**src/hdl/kds_pkg.sv**
```systemverilog
// ----------------------------------------------------------------------------
// kds_pkg
// Shared constants and types for the keypad debounce scanner.
// ----------------------------------------------------------------------------
package kds_pkg;

   // number of keys in one scan
   localparam int NUM_KEYS = 12;

   // key number 1..NUM_KEYS, 0 means no key
   localparam int KEY_CODE_W = $clog2(NUM_KEYS + 1);

   // stability counter and threshold width
   localparam int COUNT_W = 8;

   // threshold after reset, and the largest threshold the counter can serve
   localparam logic [COUNT_W-1:0] DEFAULT_STABLE_SCANS = COUNT_W'(5);
   localparam logic [COUNT_W-1:0] MAX_THRESHOLD        = COUNT_W'(254);

   typedef logic [NUM_KEYS-1:0]   key_vec_type;
   typedef logic [KEY_CODE_W-1:0] key_code_type;
   typedef logic [COUNT_W-1:0]    count_type;

endpackage

```
**src/hdl/kds_req_if.sv**
```systemverilog
// ----------------------------------------------------------------------------
// kds_req_if
// Scan channel: one beat carries the levels of all keys for one scan.
// ----------------------------------------------------------------------------
interface kds_req_if;

   logic                 valid;
   logic                 ready;
   kds_pkg::key_vec_type key_levels;

   modport source (output valid, output key_levels, input ready);
   modport sink   (input valid, input key_levels, output ready);

endinterface

```
**src/hdl/kds_rsp_if.sv**
```systemverilog
// ----------------------------------------------------------------------------
// kds_rsp_if
// Result channel: one beat per scan with the reported key number.
// ----------------------------------------------------------------------------
interface kds_rsp_if;

   logic                  valid;
   logic                  ready;
   kds_pkg::key_code_type key_code;

   modport source (output valid, output key_code, input ready);
   modport sink   (input valid, input key_code, output ready);

endinterface

```
**src/hdl/keypad_debounce_scanner.sv**
```systemverilog
// ----------------------------------------------------------------------------
// keypad_debounce_scanner
// Per-key counter debounce over one scan per beat, reporting the highest
// newly stable pressed key.
//
//   port       direction  beat contents
//   req_beat   in         key_levels[11:0], bit i = key i+1 pressed
//   rsp_beat   out        key_code[3:0], 1..12 or 0 for no key
//   csr_*      in         stable_scans[7:0] threshold, write only
//
// One scan per cycle: all key lanes update in the cycle a req beat is taken,
// the merge stage registers the key code, which appears in the next cycle.
// Throughput is one beat per cycle, set by the single output register;
// req_beat.ready drops only while a result waits and rsp_beat.ready is low.
// Synchronous reset releases all keys, clears the counters, sets threshold 5.
// ----------------------------------------------------------------------------
module keypad_debounce_scanner (
   input  logic               clock,
   input  logic               reset,
   kds_req_if.sink            req_beat,
   kds_rsp_if.source          rsp_beat,
   input  logic               csr_wr_en,
   input  kds_pkg::count_type csr_wr_data
);

   kds_pkg::count_type   stable_scans_ff;
   kds_pkg::count_type   limit;
   kds_pkg::key_vec_type hits;
   logic                 space_ok;
   logic                 advance;

   // threshold register
   always_ff @(posedge clock) begin
      if (reset) begin
         stable_scans_ff <= kds_pkg::DEFAULT_STABLE_SCANS;
      end else if (csr_wr_en) begin
         stable_scans_ff <= csr_wr_data;
      end
   end

   // keep the counter within 8 bits
   assign limit = (stable_scans_ff > kds_pkg::MAX_THRESHOLD) ? kds_pkg::MAX_THRESHOLD
                                                             : stable_scans_ff;

   assign req_beat.ready = space_ok;
   assign advance        = req_beat.valid && space_ok;

   // one lane per key
   for (genvar k = 0; k < kds_pkg::NUM_KEYS; k++) begin : g_lane
      kds_lane u_lane (
         .clock     (clock),
         .reset     (reset),
         .advance   (advance),
         .level_now (req_beat.key_levels[k]),
         .limit     (limit),
         .hit       (hits[k])
      );
   end

   // merge and result register
   kds_merge u_merge (
      .clock    (clock),
      .reset    (reset),
      .advance  (advance),
      .hits     (hits),
      .space_ok (space_ok),
      .rsp_beat (rsp_beat)
   );

endmodule

```
**src/hdl/kds_lane.sv**
```systemverilog
// ----------------------------------------------------------------------------
// kds_lane
// Debounce core for one key: last level, stability counter and press flag.
// ----------------------------------------------------------------------------
module kds_lane (
   input  logic                clock,
   input  logic                reset,
   input  logic                advance,
   input  logic                level_now,
   input  kds_pkg::count_type  limit,
   output logic                hit
);

   logic               level_ff;
   logic               level_in;
   kds_pkg::count_type count_ff;
   kds_pkg::count_type count_in;
   kds_pkg::count_type count_base;
   kds_pkg::count_type count_step;

   // level change restarts the count
   assign count_base = (level_now != level_ff) ? '0 : count_ff;

   // count toward the threshold
   assign count_step = (count_base < limit) ? count_base + kds_pkg::COUNT_W'(1) : count_base;

   // pressed and just stable: report once and move past the threshold
   assign hit      = level_now && (count_step == limit);
   assign count_in = hit ? count_step + kds_pkg::COUNT_W'(1) : count_step;
   assign level_in = level_now;

   // key state
   always_ff @(posedge clock) begin
      if (reset) begin
         level_ff <= 1'b0;
         count_ff <= '0;
      end else if (advance) begin
         level_ff <= level_in;
         count_ff <= count_in;
      end
   end

endmodule

```
**src/hdl/kds_merge.sv**
```systemverilog
// ----------------------------------------------------------------------------
// kds_merge
// Picks the highest reporting key and holds the result beat for the sink.
// ----------------------------------------------------------------------------
module kds_merge (
   input  logic                 clock,
   input  logic                 reset,
   input  logic                 advance,
   input  kds_pkg::key_vec_type hits,
   output logic                 space_ok,
   kds_rsp_if.source            rsp_beat
);

   logic                  valid_ff;
   logic                  valid_in;
   kds_pkg::key_code_type key_code_ff;
   kds_pkg::key_code_type key_code_in;

   // highest key number wins
   always_comb begin
      key_code_in = '0;
      for (int i = 0; i < kds_pkg::NUM_KEYS; i++) begin
         if (hits[i]) begin
            key_code_in = kds_pkg::KEY_CODE_W'(i + 1);
         end
      end
   end

   // output register is free when empty or being drained
   assign space_ok = !valid_ff || rsp_beat.ready;
   assign valid_in = advance || (valid_ff && !rsp_beat.ready);

   // result valid
   always_ff @(posedge clock) begin
      if (reset) begin
         valid_ff <= 1'b0;
      end else begin
         valid_ff <= valid_in;
      end
   end

   // result payload
   always_ff @(posedge clock) begin
      if (advance) begin
         key_code_ff <= key_code_in;
      end
   end

   assign rsp_beat.valid    = valid_ff;
   assign rsp_beat.key_code = key_code_ff;

endmodule

```
**src/flat_wrapper.sv**
```systemverilog
// flat-port wrapper written by rule: the top's interface ports become plain ports
module keypad_debounce_scanner_flat 
  (clock, reset, csr_wr_en, csr_wr_data, req_beat_valid, req_beat_key_levels, req_beat_ready, rsp_beat_valid, rsp_beat_key_code, rsp_beat_ready);
  kds_req_if req_beat_i ();
  kds_rsp_if rsp_beat_i ();
  input  logic clock;
  input  logic reset;
  input  logic csr_wr_en;
  input  kds_pkg::count_type csr_wr_data;
  input wire logic [$bits(req_beat_i.valid)-1:0] req_beat_valid;
  input wire logic [$bits(req_beat_i.key_levels)-1:0] req_beat_key_levels;
  output wire logic [$bits(req_beat_i.ready)-1:0] req_beat_ready;
  output wire logic [$bits(rsp_beat_i.valid)-1:0] rsp_beat_valid;
  output wire logic [$bits(rsp_beat_i.key_code)-1:0] rsp_beat_key_code;
  input wire logic [$bits(rsp_beat_i.ready)-1:0] rsp_beat_ready;
  assign req_beat_i.valid = req_beat_valid;
  assign req_beat_i.key_levels = req_beat_key_levels;
  assign req_beat_ready = req_beat_i.ready;
  assign rsp_beat_valid = rsp_beat_i.valid;
  assign rsp_beat_key_code = rsp_beat_i.key_code;
  assign rsp_beat_i.ready = rsp_beat_ready;
  keypad_debounce_scanner u_core (.clock(clock), .reset(reset), .req_beat(req_beat_i), .rsp_beat(rsp_beat_i), .csr_wr_en(csr_wr_en), .csr_wr_data(csr_wr_data));
endmodule
```
**config.mk**
```make
export PLATFORM = sky130hd
export DESIGN_NAME = keypad_debounce_scanner_flat
export DESIGN_NICKNAME = d
export VERILOG_FILES = /design/src/hdl/kds_pkg.sv /design/src/hdl/kds_req_if.sv /design/src/hdl/kds_rsp_if.sv /design/src/hdl/keypad_debounce_scanner.sv /design/src/hdl/kds_lane.sv /design/src/hdl/kds_merge.sv /design/src/flat_wrapper.sv
export SDC_FILE = /design/constraint.sdc
export NUM_CORES = 1
export LEC_CHECK = 0
export ABC_AREA = 1
export BUFFER_PORTS_ARGS = -buffer_cell sky130_fd_sc_hd__buf_2
export CAP_MARGIN = 20
export CORE_ASPECT_RATIO = 0.9
export CORE_MARGIN = 4
export CORE_UTILIZATION = 55
export CTS_BUF_LIST = sky130_fd_sc_hd__clkbuf_4
export CTS_CLUSTER_SIZE = 14
export DETAILED_ROUTE_END_ITERATION = 8
export HOLD_SLACK_MARGIN = 0.08
export PLACE_DENSITY = 0.71
export SETUP_SLACK_MARGIN = 0.5
export SLEW_MARGIN = 20
export SYNTH_ARGS = -nofsm -noshare
export SYNTH_HDL_FRONTEND = slang
export SYNTH_HIERARCHICAL = 1
export SYNTH_SLANG_ARGS = --single-unit
```
**constraint.sdc**
```tcl
create_clock -name clock -period 9.1 [get_ports clock]
set_clock_uncertainty 0.2 [all_clocks]
set_input_delay 0.91 -clock clock [delete_from_list [all_inputs] [get_ports clock]]
set_output_delay 0.91 -clock clock [all_outputs]
set_load 0.005 [all_outputs]
```
==> metrics.csv, run 1 <==
stage;metric;value;unit
outcome;run status;complete, no violations;
power_and_ir_drop;PnR Total Power;0.00242;W
layout;count of filler cells inserted in the layout;3557;
clocking;insertion delay to the later sink of the worst-skew pair;0.67;ns
layout;post-layout utilization of the core;58.2;%
routing;Detailed Routing Iterations Pass 1;6;
logic_synthesis;total standard cell area after synthesis;0.0199;mm^2
logic_synthesis;post-synthesis net count;3479;
logic_synthesis;Synth async-reset ratio;0;%
routing;total detailed-routing wirelength;54.6;mm
floorplan;height of the chip;189;um
logic_synthesis;number of storage elements in the synthesis netlist;121;
worst_setup_path;CP top delay family;simple AND/OR/NAND/NOR gates;
routing;number of vias per cell;5.45;
worst_setup_path;number of cells on the critical path;25;
timing;setup repair after global routing missed its margin;false;
worst_setup_path;destination of the critical timing path;u_core/u_merge/rsp_beat.key_code[0]$_SDFFCE_PP0P_;
power_and_ir_drop;largest voltage drop on the vdd net;0.172;mV
clocking;count of clock tree sinks;121;
layout;sequential cell area;0.00247;mm^2
worst_setup_path;critical path's most frequent cell;sky130_fd_sc_hd__nand2_1;
logic_synthesis;unique cell type count in the Yosys netlist;43;
layout;synthesis-to-finish area growth;3.42;%
worst_setup_path;worst flop-to-flop path endpoint;u_core/u_merge/rsp_beat.key_code[0]$_SDFFCE_PP0P_;
grt;met1 GRT Util;37.9;%
floorplan;core area;0.0354;mm^2
routing;number of DRC violations after detailed routing;0;
worst_setup_path;CP startpoint;u_core/stable_scans_ff[7]$_SDFFE_PP0P_;
worst_setup_path;startpoint of the lowest-slack register-to-register path;u_core/stable_scans_ff[7]$_SDFFE_PP0P_;
clocking;number of buffers created by CTS;17;
logic_synthesis;predominant post-synthesis flop cell;sky130_fd_sc_hd__dfxtp_1;
grt;wire length of the first global-routing pass;90.8;mm
clocking;buffers inserted by post-CTS timing repair;0;
worst_setup_path;Worst Setup End Kind;register;
worst_setup_path;Buf/Inv on CP;4;
routing;antenna-violating nets left;0;
clocking;clock input transition at the sequential cells of the worst setup and hold paths;0.14;ns
worst_hold_path;startpoint of the worst hold path;csr_wr_data[2];
power_and_ir_drop;switching power as a share of total power;48.5;%
clocking;Post-CTS Hold Fix Bufs;0;
power_and_ir_drop;cell internal pwr;0.00125;W
timing;Final setup viols;0;
worst_setup_path;startpoint type of the worst setup path;register;
clocking;TritonCTS clock tree;done;
clocking;root buf cell;sky130_fd_sc_hd__clkbuf_4;
layout;area of the multi-input gates;0.0145;mm^2
floorplan;starting density of the core;56.3;%
power_and_ir_drop;portion of total power attributed to the clock network;21.9;%
timing;final clock period utilization by the worst path;47.9;%
floorplan;number of placement rows;65;
logic_synthesis;synthesized area per cell;5.93;um^2
grt;GR Util met2;43.0;%
worst_setup_path;maximum fanout count along the critical path;17;
worst_hold_path;worst min-delay path class;input pin to register;
worst_setup_path;class of the most critical setup path;register to register;
timing;number of hold violations in the final report;0;
place;routability cong.;0.960;
place;detailed placement HPWL;41.5;mm
timing;count of pins over their slew limit;0;
layout;net count reported at finish;3477;
routing;via total after detailed routing;20900;
timing;slew at the pin with the worst max-slew slack;1.08;ns
worst_setup_path;worst setup slack for register-to-register paths;4.74;ns
power_and_ir_drop;part of the power in registers;25.5;%
routing;detailed-route wire length per cell;14.2;um
clocking;CTS H-Tree Depth;4;
logic_synthesis;Synth warnings;6;
worst_setup_path;slowest stage cell on the critical path;sky130_fd_sc_hd__a211oi_4;
floorplan;die boundary width;209;um
logic_synthesis;Post-synth EDFFs;4;
grt;initial antenna violation count;3;
run;max-cap violation count;0;
grt;met3 demand-to-capacity share in global routing;4.39;%
logic_synthesis;sequential element share of the synthesized area;12.4;%
power_and_ir_drop;combinational fraction of design power;52.6;%
worst_setup_path;Critical Path AT;4.59;ns
grt;maximum number of pins on one net before global-route repair;92;
clocking;Max Root-Sink Buffers;2;
grt;GR Overflow Total;0;
timing;headroom to the max-slew limit;27.6;%
worst_setup_path;Worst EP required;9.34;ns
clocking;post-cts gate resize count;0;
logic_synthesis;number of instances in the synthesized netlist;3358;
grt;busiest grt layer;met2;
floorplan;Top-Level Pins;31;
power_and_ir_drop;leakage power of the design;11.1;nW
timing;crit path time final;4.36;ns
floorplan;die outline area;0.0393;mm^2
worst_setup_path;Largest stage delay, worst path;0.59;ns
power_and_ir_drop;switching power of the nets;0.00117;W
grt;vias in the first global route;18800;
layout;share of final-layout standard cells stronger than drive strength 1;16.6;%
timing;final setup TNS;0;ns
power_and_ir_drop;power density over the cells;118;mW/mm^2
grt;overall routing resource usage;27.1;%
place;PortBufs;30;
worst_setup_path;r2r worst-path depth;25;
timing;Max Freq;230;MHz
routing;DRT iter0 DRCs;1555;
-- routing by layer --
layer	part of all wire [%]	up-vias
met2	45	649
met3	6.3	105
li1	-	10600
met4	2.6	2
met1	46	9579
met5	0.024	-
-- cell type report --
cell class                 count  area share, %
multi-input combinational   2540           70.4
sequential                   121           12.0
inverter                     636           11.8
tap                          469           2.85
clock inverter                14           1.19
timing repair buffer          40           1.11
clock buffer                  17          0.620
antenna                        2         0.0243
-- cells in the mapped netlist, types with 4 or more instances --
library cell	instances	area (um^2)
sky130_fd_sc_hd__nand2_1	1026	3850
sky130_fd_sc_hd__inv_1	559	2100
sky130_fd_sc_hd__nand3_1	487	2440
sky130_fd_sc_hd__nor2_1	150	563
sky130_fd_sc_hd__nand2_2	146	913
sky130_fd_sc_hd__a21oi_1	117	586
sky130_fd_sc_hd__dfxtp_1	117	2340
sky130_fd_sc_hd__ha_1	96	1200
sky130_fd_sc_hd__nand4_1	72	450
sky130_fd_sc_hd__nand2_4	65	732
sky130_fd_sc_hd__inv_2	57	214
sky130_fd_sc_hd__nand3_2	49	490
sky130_fd_sc_hd__xor2_1	48	420
sky130_fd_sc_hd__o21ai_0	43	215
sky130_fd_sc_hd__nor2_4	38	428
sky130_fd_sc_hd__nor2_2	35	219
sky130_fd_sc_hd__nand3_4	31	543
sky130_fd_sc_hd__nand3b_1	30	225
sky130_fd_sc_hd__o21bai_1	30	225
sky130_fd_sc_hd__buf_6	19	214
sky130_fd_sc_hd__nor2_8	18	360
sky130_fd_sc_hd__nor3_1	18	90.1
sky130_fd_sc_hd__a21oi_2	14	123
sky130_fd_sc_hd__buf_2	12	60.1
sky130_fd_sc_hd__a211oi_4	11	220
sky130_fd_sc_hd__clkinv_1	10	37.5
sky130_fd_sc_hd__clkbuf_1	9	33.8
sky130_fd_sc_hd__clkinv_4	8	70.1
sky130_fd_sc_hd__buf_1	7	26.3
sky130_fd_sc_hd__clkbuf_8	6	82.6
sky130_fd_sc_hd__buf_12	4	80.1
sky130_fd_sc_hd__edfxtp_1	4	120
-- sequential cells by signal, indices dropped and copies added, names as in the netlist --
name	flops
u_core/u_merge/rsp_beat.valid	1
u_core/u_merge/rsp_beat.key_code	4
u_core/g_lane.u_lane/level_ff	12
u_core/g_lane.u_lane/count_ff	96
u_core/stable_scans_ff	8
-- worst min-delay path by stage --
| stage | slack, ns | depth (start not counted) | to |
|---|---|---|---|
| floorplan | 0.24 | 2 | u_core/stable_scans_ff[0]$_SDFFE_PP1P_ |
| global placement | 0.27 | 2 | u_core/stable_scans_ff[1]$_SDFFE_PP0P_ |
| detailed placement | 0.27 | 2 | u_core/stable_scans_ff[1]$_SDFFE_PP0P_ |
| CTS | 0.17 | 3 | u_core/stable_scans_ff[2]$_SDFFE_PP1P_ |
| global route | 0.21 | 3 | u_core/stable_scans_ff[2]$_SDFFE_PP1P_ |
| finish | 0.24 | 3 | u_core/stable_scans_ff[2]$_SDFFE_PP1P_ |
-- metrics by stage --
| step | area (um^2) | instances | hold WS (ns) | setup slack, ns |
|---|---|---|---|---|
| 2_1_floorplan | 19900 | 3358 | 0.236 | 5.12 |
| 3_3_place_gp | 20200 | 3806 | 0.271 | 4.27 |
| 3_5_place_dp | 20200 | 3806 | 0.270 | 4.11 |
| 4_1_cts | 20600 | 3837 | 0.173 | 4.82 |
| 5_1_grt | 20600 | 3839 | 0.208 | 4.42 |
| 6_report | 20600 | 3839 | 0.243 | 4.74 |
-- power groups by stage --
| stage | registers [W] | clock network [W] | logic (W) |
|---|---|---|---|
| after global placement | 0.000628 | 0 | 0.00122 |
| after CTS | 0.000617 | 0.000549 | 0.00126 |
| after global routing | 0.000623 | 0.000568 | 0.00142 |
| after floorplan | 0.000613 | 0 | 0.00105 |
| final | 0.000618 | 0.000530 | 0.00127 |
| after detailed placement | 0.000628 | 0 | 0.00126 |
-- logic make-up after synthesis --
group | count (synthesis) | share of synthesized area (%)
AOI/OAI and AO/OA | 224 | 7.20
xor gates and xnor gates | 48 | 2.11
adders and majority gates | 96 | 6.03
buffers and inverters | 697 | 14.9
DFF | 121 | 12.4
and+or+nand+nor | 2172 | 57.4
-- cells in the final DEF, fill, tap and decap left out, types with 18 or more instances in the layout --
master                     netlist  routed
sky130_fd_sc_hd__nand2_1      1026    1026
sky130_fd_sc_hd__nand3b_1       30      30
sky130_fd_sc_hd__o21bai_1       30      30
sky130_fd_sc_hd__dfxtp_1       117     112
sky130_fd_sc_hd__nor2_4         38      38
sky130_fd_sc_hd__nand3_1       487     487
sky130_fd_sc_hd__nor2_1        150     150
sky130_fd_sc_hd__nand2_2       146     146
sky130_fd_sc_hd__nor3_1         18      18
sky130_fd_sc_hd__nand4_1        72      72
sky130_fd_sc_hd__buf_2          12      29
sky130_fd_sc_hd__a21oi_1       117     116
sky130_fd_sc_hd__nand3_4        31      31
sky130_fd_sc_hd__xor2_1         48      48
sky130_fd_sc_hd__inv_1         559     558
sky130_fd_sc_hd__nand2_4        65      65
sky130_fd_sc_hd__nor2_2         35      35
sky130_fd_sc_hd__ha_1           96      96
sky130_fd_sc_hd__inv_2          57      57
sky130_fd_sc_hd__nand3_2        49      49
sky130_fd_sc_hd__o21ai_0        43      43
sky130_fd_sc_hd__nor2_8         18      18
-- worst register-to-register path, stage by stage, from the launching register on --
cell and delay, ns:
sky130_fd_sc_hd__dfxtp_2 0.53, sky130_fd_sc_hd__buf_4 0.41, sky130_fd_sc_hd__inv_1 0.16, sky130_fd_sc_hd__ha_1 0.37
sky130_fd_sc_hd__nand2_1 0.10, sky130_fd_sc_hd__nor2_1 0.07, sky130_fd_sc_hd__a211oi_4 0.59, sky130_fd_sc_hd__nand2_4 0.25
sky130_fd_sc_hd__nand2_1 0.14, sky130_fd_sc_hd__nand3_1 0.07, sky130_fd_sc_hd__nand2_1 0.11, sky130_fd_sc_hd__nand2_1 0.09
sky130_fd_sc_hd__nor2_4 0.19, sky130_fd_sc_hd__nand3_4 0.13, sky130_fd_sc_hd__clkinv_4 0.10, sky130_fd_sc_hd__inv_1 0.04
sky130_fd_sc_hd__nand2_1 0.08, sky130_fd_sc_hd__nand2_1 0.07, sky130_fd_sc_hd__nand2_1 0.06, sky130_fd_sc_hd__nand2_1 0.04
sky130_fd_sc_hd__nand2_1 0.05, sky130_fd_sc_hd__nand2_1 0.05, sky130_fd_sc_hd__nand2_1 0.05, sky130_fd_sc_hd__nand2_1 0.05
sky130_fd_sc_hd__nand2_1 0.07, sky130_fd_sc_hd__a21oi_2 0.05
No activity file was read; power rests on OpenSTA's default activity.
==> run 2, diff against run 1 <==
==> constraint.sdc (replaced) <==
create_clock -name clock -period 4.6 [get_ports clock]
set_clock_uncertainty 0.2 [all_clocks]
set_input_delay 0.46 -clock clock [delete_from_list [all_inputs] [get_ports clock]]
set_output_delay 0.46 -clock clock [all_outputs]
set_load 0.005 [all_outputs]
==> run 2 against run 1 <==
Effect of this change:
- count of clock-buffer cells in the layout grew 1
- routed wire length rose by 4.1%
- total power is 92% higher
- utilization increased by 1.9 points
- via count up 1.0%
- clock power up 48%
- critical path depth stayed put
- combinational power increased by 110%
- sequential power rose by 99%
- design area is 3.3% higher
- first-iteration DRC count increased by 11%
- flip-flop and latch count unchanged
- largest cell class unchanged
- highest routed layer is now met4
==> metrics.csv, run 2 (same netlist as run 1, synthesis figures left out) <==
stage;metric;value;unit;change
outcome;run status;complete, no violations;;
place;routability cong.;0.936;;-2.5%
timing;setup repair after global routing missed its margin;false;;
clocking;insertion delay to the later sink of the worst-skew pair;0.65;ns;-0.02 ns
layout;leading cell type in the layout, fill and taps excluded;sky130_fd_sc_hd__nand2_1;;
timing;number of hold violations in the final report;0;;unchanged
grt;GR Overflow Total;0;;unchanged
clocking;count of clock tree sinks;121;;unchanged
layout;commonest cells after routing, fill and taps aside;1026 x sky130_fd_sc_hd__nand2_1, 556 x sky130_fd_sc_hd__inv_1, 487 x sky130_fd_sc_hd__nand3_1;;
layout;Biggest register;u_core/g_lane.u_lane/count_ff;;
timing;final clock period utilization by the worst path;86.3;%;
clocking;CTS H-Tree Depth;4;;unchanged
floorplan;Top-Level Pins;31;;unchanged
clocking;TritonCTS clock tree;done;;
grt;overall routing resource usage;28.1;%;+0.95 points
floorplan;height of the chip;189;um;unchanged
routing;number of DRC violations after detailed routing;0;;unchanged
grt;vias in the first global route;19300;;+2.2%
layout;registers with the most flip-flops;u_core/g_lane.u_lane/count_ff x96, u_core/g_lane.u_lane/level_ff x12, u_core/stable_scans_ff x8;;
floorplan;starting density of the core;56.3;%;unchanged
floorplan;die boundary width;209;um;unchanged
worst_setup_path;class of the most critical setup path;input pin to register;;
timing;Max Freq;252;MHz;
worst_setup_path;Worst EP required;4.80;ns;-4.54 ns
routing;antenna-violating nets left;0;;unchanged
layout;post-layout utilization of the core;60.2;%;+1.9 points
grt;wire length of the first global-routing pass;93.4;mm;+2.8%
timing;slew at the pin with the worst max-slew slack;0.871;ns;-0.212 ns
floorplan;number of placement rows;65;;unchanged
clocking;root buf cell;sky130_fd_sc_hd__clkbuf_4;;
layout;flip-flop count of the largest register after layout;96;;unchanged
floorplan;die outline area;0.0393;mm^2;unchanged
place;detailed placement HPWL;42.7;mm;+3.0%
clocking;number of buffers created by CTS;17;;unchanged
timing;final setup TNS;0;ns;unchanged
routing;total detailed-routing wirelength;56.8;mm;+4.1%
power_and_ir_drop;power density over the cells;218;mW/mm^2;+85%
layout;net count reported at finish;3557;;+2.3%
power_and_ir_drop;leakage power of the design;11.4;nW;+2.8%
routing;detailed-route wire length per cell;14.5;um;+1.9%
worst_setup_path;Worst Setup End Kind;register;;
grt;maximum number of pins on one net before global-route repair;73;;-21%
layout;share of final-layout standard cells stronger than drive strength 1;17.8;%;+1.1 points
clocking;clock input transition at the sequential cells of the worst setup and hold paths;0.13;ns;about the same
clocking;Max Root-Sink Buffers;2;;unchanged
worst_hold_path;worst min-delay path class;input pin to register;;
floorplan;core area;0.0354;mm^2;unchanged
place;PortBufs;30;;unchanged
timing;crit path time final;3.97;ns;
routing;number of vias per cell;5.39;;-1.0%
layout;synthesis-to-finish area growth;6.86;%;
worst_setup_path;Critical Path AT;4.17;ns;-0.42 ns
timing;count of pins over their slew limit;0;;unchanged
routing;via total after detailed routing;21100;;+1.0%
routing;DRT iter0 DRCs;1731;;+11%
run;max-cap violation count;0;;unchanged
timing;Final setup viols;0;;unchanged
grt;initial antenna violation count;1;;-2
power_and_ir_drop;largest voltage drop on the vdd net;0.163;mV;-5.1%
worst_setup_path;startpoint type of the worst setup path;input pin;;
timing;headroom to the max-slew limit;41.9;%;+14 points
worst_setup_path;maximum fanout count along the critical path;8;;-9
routing;Detailed Routing Iterations Pass 1;6;;unchanged
## run 2: final timing paths
path	depth (start not counted)	slack [ns]	start	endpoint
worst min-delay path	4	0.27	req_beat_valid	u_core/g_lane[11].u_lane/level_ff$_SDFFE_PP0P_
worst max-delay path	25	0.63	req_beat_key_levels[4]	u_core/u_merge/rsp_beat.key_code[1]$_SDFFCE_PP0P_
worst max register to register	23	0.71	u_core/stable_scans_ff[7]$_SDFFE_PP0P_	u_core/u_merge/rsp_beat.key_code[1]$_SDFFCE_PP0P_
worst min register to register	2	0.30	u_core/g_lane[0].u_lane/count_ff[1]$_SDFFE_PP0P_	u_core/g_lane[0].u_lane/count_ff[1]$_SDFFE_PP0P_
## run 2: power by group
group	switching (W)	total, W	internal [W]
clock network	0.000511	0.000785	0.000274
logic	0.00176	0.00263	0.000870
registers	0.0000892	0.00123	0.00114
## run 2: timing repair
item                                   in CTS  in global routing
setup buffers                               0                 16
hold buffers                               39                  0
setup endpoints to repair                   0                  6
endpoints found under the hold margin      54                  0
resized for setup                           0                 24
## run 2: final cells by class
type	instances	area (um^2)
clock buffers	18	135
repair buffers	119	975
multi-input cells	2541	14500
clock inverters	14	124
diodes	1	2.50
inverters	636	2430
fillers	3503	14100
flip-flops and latches	121	2480
well taps	469	587
## run 2: per-layer routing
metal / vias up / global-route usage (%) / share of wire (%)
li1: 10800 / - / -
met1: 9608 / 38.2 / 45
met2: 647 / 45.7 / 45
met3: 119 / 4.66 / 6.9
met4: 0 / 8.81 / 3.1
met5: - / 0 / 0
## run 2: stage by stage
| stage | cells | instance area (um^2) | worst slack, ns | total power, W | hold WS [ns] |
|---|---|---|---|---|---|
| 3_5_place_dp | 3830 | 20400 | 0.382 | 0.00377 | 0.266 |
| 3_3_place_gp | 3830 | 20400 | 0.447 | 0.00371 | 0.261 |
| 5_1_grt | 3919 | 21300 | 0.458 | 0.00503 | 0.274 |
| 2_1_floorplan | 3358 | 19900 | 0.695 | 0.00330 | 0.236 |
| 6_report | 3919 | 21300 | 0.628 | 0.00464 | 0.270 |
| 4_1_cts | 3901 | 21100 | 0.537 | 0.00460 | 0.232 |
## run 2: worst max-delay path, cell delays in order
cell	delay [ns]
sky130_fd_sc_hd__dlygate4sd3_1	0.52
sky130_fd_sc_hd__buf_2	0.19
sky130_fd_sc_hd__inv_2	0.12
sky130_fd_sc_hd__nand2_1	0.07
sky130_fd_sc_hd__nand2_1	0.17
sky130_fd_sc_hd__nand2_1	0.16
sky130_fd_sc_hd__inv_2	0.13
sky130_fd_sc_hd__ha_1	0.23
sky130_fd_sc_hd__nand2_1	0.08
sky130_fd_sc_hd__nor2_1	0.08
sky130_fd_sc_hd__a211oi_4	0.29
sky130_fd_sc_hd__buf_4	0.23
sky130_fd_sc_hd__nand3b_1	0.10
sky130_fd_sc_hd__nand2_2	0.15
sky130_fd_sc_hd__nand2_1	0.07
sky130_fd_sc_hd__nand2_1	0.12
sky130_fd_sc_hd__nand2_1	0.10
sky130_fd_sc_hd__nor2_4	0.17
sky130_fd_sc_hd__nand3_4	0.14
sky130_fd_sc_hd__clkinv_4	0.11
sky130_fd_sc_hd__nor2_2	0.05
sky130_fd_sc_hd__o21ai_0	0.12
sky130_fd_sc_hd__nand3_1	0.13
sky130_fd_sc_hd__nand3_1	0.10
sky130_fd_sc_hd__a31oi_1	0.08
==> run 3, diff against run 2 <==
--- a/config.mk
+++ b/config.mk
@@ -8,7 +8,6 @@
 export ABC_AREA = 1
 export BUFFER_PORTS_ARGS = -buffer_cell sky130_fd_sc_hd__buf_2
 export CAP_MARGIN = 20
-export CORE_ASPECT_RATIO = 0.9
 export CORE_MARGIN = 4
 export CORE_UTILIZATION = 55
 export CTS_BUF_LIST = sky130_fd_sc_hd__clkbuf_4
==> run 3 against run 2 <==
Effect of this change:
- combinational power barely moved
- via count hardly changed
- global-route usage is 0.38 points lower
- sequential share of layout area is 0.072 points lower
- highest routed layer unchanged
- count of clock-buffer cells in the layout stayed put
- largest power group unchanged
- clock power rose by 23%
- design area rose by 0.62%
- register-to-register slack better by 0.10 ns
- setup slack gained 0.038 ns
==> metrics.csv, run 3 (same netlist as run 1, synthesis figures left out) <==
stage;metric;value;unit;change
layout;post-layout utilization of the core;60.1;%;-0.097 points
place;pre-CTS WS;0.466;ns;+0.0836 ns
routing;routed length on met1;25.0;mm;-3.0%
routing;number of DRC violations after detailed routing;0;;unchanged
timing;Max Freq;254;MHz;+0.96%
worst_setup_path;Buf/Inv on CP;7;;+1
run;max-cap violation count;0;;unchanged
place;PortBufs;30;;unchanged
timing;final clock period utilization by the worst path;85.5;%;-0.82 points
timing;number of hold violations in the final report;0;;unchanged
worst_hold_path;number of instances on the worst hold path;2;;-2
routing;DRT iter0 DRCs;1527;;-12%
layout;registers with the most flip-flops;u_core/g_lane.u_lane/count_ff x96, u_core/g_lane.u_lane/level_ff x12, u_core/stable_scans_ff x8;;
place;detailed placement HPWL;42.1;mm;-1.5%
layout;net count reported at finish;3563;;+0.17%
worst_setup_path;class of the most critical setup path;input pin to register;;
timing;Final setup viols;0;;unchanged
timing;slew at the pin with the worst max-slew slack;0.842;ns;-0.0289 ns
layout;flip-flop count of the largest register after layout;96;;unchanged
timing;least setup slack across all paths after layout;0.666;ns;+0.0376 ns
floorplan;height of the chip;198;um;+5.2%
worst_setup_path;CP top delay family;simple AND/OR/NAND/NOR gates;;
clocking;number of buffers created by CTS;17;;unchanged
place;Placed Instances;3820;;-0.26%
layout;area of the multi-input gates;0.0146;mm^2;+0.14%
worst_setup_path;Worst Setup End Kind;register;;
layout;synthesis-to-finish area growth;7.53;%;
routing;met2 wirelength from detailed routing;25.5;mm;+0.30%
routing;Detailed Routing Iterations Pass 1;6;;unchanged
clocking;Max Root-Sink Buffers;2;;unchanged
power_and_ir_drop;largest voltage drop on the vdd net;0.159;mV;-2.6%
timing;setup repair after global routing missed its margin;false;;
power_and_ir_drop;leakage power of the design;11.5;nW;+0.80%
clocking;TritonCTS clock tree;done;;
grt;GR Overflow Total;0;;unchanged
grt;initial antenna violation count;1;;unchanged
worst_setup_path;r2r worst-path depth;23;;unchanged
layout;leading cell type in the layout, fill and taps excluded;sky130_fd_sc_hd__nand2_1;;
grt;overall routing resource usage;27.7;%;-0.38 points
worst_setup_path;slowest stage cell on the critical path;sky130_fd_sc_hd__dlygate4sd3_1;;
routing;routed wire length on met3;3.83;mm;-2.9%
timing;final setup TNS;0;ns;unchanged
worst_setup_path;critical path's most frequent cell;sky130_fd_sc_hd__nand2_1;;
worst_hold_path;startpoint of the worst hold path;reset;;
worst_setup_path;Worst EP required;4.79;ns;about the same
outcome;run status;complete, no violations;;
routing;total detailed-routing wirelength;55.9;mm;-1.7%
clocking;insertion delay to the later sink of the worst-skew pair;0.64;ns;about the same
clocking;root buf cell;sky130_fd_sc_hd__clkbuf_4;;
clocking;count of clock tree sinks;121;;unchanged
worst_hold_path;worst min-delay path class;input pin to register;;
grt;wire length of the first global-routing pass;91.4;mm;-2.1%
worst_setup_path;maximum fanout count along the critical path;7;;-1
worst_setup_path;number of cells on the critical path;31;;+24%
layout;Biggest register;u_core/g_lane.u_lane/count_ff;;
floorplan;Top-Level Pins;31;;unchanged
layout;sequential cell area;0.00248;mm^2;unchanged
worst_setup_path;worst flop-to-flop path endpoint;u_core/u_merge/rsp_beat.key_code[1]$_SDFFCE_PP0P_;;
grt;maximum number of pins on one net before global-route repair;80;;+9.6%
clocking;CTS H-Tree Depth;4;;unchanged
routing;via total after detailed routing;21100;;-0.066%
worst_hold_path;Hold Crit Endpoint;u_core/g_lane[1].u_lane/count_ff[1]$_SDFFE_PP0P_;;
worst_setup_path;Largest stage delay, worst path;0.55;ns;+0.03 ns
layout;count of filler cells inserted in the layout;3480;;-0.66%
worst_setup_path;worst setup slack for register-to-register paths;0.81;ns;+0.10 ns
routing;detailed-route wire length per cell;14.3;um;-1.7%
routing;max layer used;met4;;
power_and_ir_drop;power density over the cells;225;mW/mm^2;+3.4%
grt;vias in the first global route;19500;;+1.2%
place;routability cong.;0.948;;+1.3%
layout;count of placed standard cells in the final layout, fillers left out;3918;;-0.026%
timing;count of pins over their slew limit;0;;unchanged
floorplan;starting density of the core;55.9;%;-0.44 points
worst_setup_path;startpoint of the lowest-slack register-to-register path;u_core/stable_scans_ff[5]$_SDFFE_PP0P_;;
floorplan;number of placement rows;69;;+6.2%
routing;number of vias per cell;5.39;;about the same
layout;share of final-layout standard cells stronger than drive strength 1;18.0;%;+0.26 points
timing;crit path time final;3.93;ns;-0.0376 ns
timing;headroom to the max-slew limit;43.8;%;+1.9 points
floorplan;die outline area;0.0393;mm^2;about the same
layout;commonest cells after routing, fill and taps aside;1024 x sky130_fd_sc_hd__nand2_1, 556 x sky130_fd_sc_hd__inv_1, 487 x sky130_fd_sc_hd__nand3_1;;
routing;antenna-violating nets left;0;;unchanged
floorplan;core area;0.0357;mm^2;+0.78%
floorplan;die boundary width;198;um;-4.9%
worst_setup_path;startpoint type of the worst setup path;input pin;;
worst_setup_path;Critical Path AT;4.12;ns;-0.05 ns
clocking;clock input transition at the sequential cells of the worst setup and hold paths;0.13;ns;about the same
[run 3: changes by cell type in the layout (fill, tap and decap cells not counted), sizes merged, moves of 2 or more]
cell / before / now
buf: 78 / 83
bufinv: 1 / 5
clkbuf: 20 / 22
clkinv: 25 / 27
clkinvlp: 5 / 2
dlygate4sd3: 39 / 37
inv: 619 / 616
[run 3: area by class of cell]
type,instances,share of cell area (%)
tap,461,2.69
inverter,636,11.4
multi-input combinational,2542,68.0
antenna,2,0.0234
clock inverter,14,0.952
timing repair buffer,124,4.75
sequential,121,11.6
clock buffer,18,0.631
[run 3: through the flow]
step / area (um^2) / hold WS (ns) / power, W
3_5_place_dp: 20400 / 0.287 / 0.00376
6_report: 21400 / 0.153 / 0.00483
3_3_place_gp: 20400 / 0.267 / 0.00371
2_1_floorplan: 19900 / 0.236 / 0.00330
5_1_grt: 21400 / 0.129 / 0.00521
4_1_cts: 21100 / 0.0980 / 0.00478
[run 3: routing by layer]
| metal | GRT usage [%] | vias up |
|---|---|---|
| met5 | 0 | - |
| met4 | 10.2 | 0 |
| met3 | 4.07 | 105 |
| met2 | 45.9 | 687 |
| met1 | 36.6 | 9571 |
| li1 | - | 10700 |
[run 3: power by group]
group / switching [W] / total [W] / internal, W
Clock: 0.000480 / 0.000965 / 0.000486
Sequential: 0.0000904 / 0.00123 / 0.00114
Combinational: 0.00176 / 0.00264 / 0.000880
[run 3: worst reg2reg max path, stage by stage (launching register included)]
cell and delay (ns):
sky130_fd_sc_hd__dfxtp_4 0.49, sky130_fd_sc_hd__nand2_1 0.13, sky130_fd_sc_hd__nor2_2 0.08, sky130_fd_sc_hd__a21oi_4 0.53, sky130_fd_sc_hd__buf_4 0.30, sky130_fd_sc_hd__nand2_1 0.07, sky130_fd_sc_hd__nand2_1 0.06, sky130_fd_sc_hd__nand2_1 0.05
sky130_fd_sc_hd__nand2_1 0.07, sky130_fd_sc_hd__nand2_2 0.06, sky130_fd_sc_hd__nand2_4 0.15, sky130_fd_sc_hd__nand2_4 0.15, sky130_fd_sc_hd__nand2_1 0.17, sky130_fd_sc_hd__nand3_1 0.11, sky130_fd_sc_hd__nand2_1 0.13, sky130_fd_sc_hd__nand2_4 0.08
sky130_fd_sc_hd__nor2_8 0.14, sky130_fd_sc_hd__nand3_4 0.12, sky130_fd_sc_hd__clkinv_4 0.10, sky130_fd_sc_hd__nor2_1 0.05, sky130_fd_sc_hd__o21ai_0 0.07, sky130_fd_sc_hd__nand3_1 0.10, sky130_fd_sc_hd__nand3_1 0.08, sky130_fd_sc_hd__a31oi_1 0.07
[run 3: worst max-delay path by stage]
| stage | startpoint | end | slack, ns |
|---|---|---|---|
| final | req_beat_key_levels[1] | u_core/u_merge/rsp_beat.key_code[0]$_SDFFCE_PP0P_ | 0.67 |
| after global routing | req_beat_key_levels[1] | u_core/u_merge/rsp_beat.key_code[0]$_SDFFCE_PP0P_ | 0.46 |
| after CTS | u_core/stable_scans_ff[5]$_SDFFE_PP0P_ | u_core/u_merge/rsp_beat.key_code[3]$_SDFFCE_PP1P_ | 0.59 |
| after detailed placement | req_beat_key_levels[10] | u_core/u_merge/rsp_beat.key_code[3]$_SDFFCE_PP1P_ | 0.47 |
| after global placement | req_beat_key_levels[1] | u_core/u_merge/rsp_beat.key_code[0]$_SDFFCE_PP0P_ | 0.51 |
| after floorplan | u_core/stable_scans_ff[3]$_SDFFE_PP0P_ | u_core/u_merge/rsp_beat.key_code[0]$_SDFFCE_PP0P_ | 0.70 |
[run 3: repair_timing]
item | 4_1_cts | 5_1_grt
endpoints found under the setup margin | 0 | 9
gates resized for setup | 0 | 26
hold buffers | 37 | 0
setup buffers | 0 | 25
endpoints found under the hold margin | 32 | 0
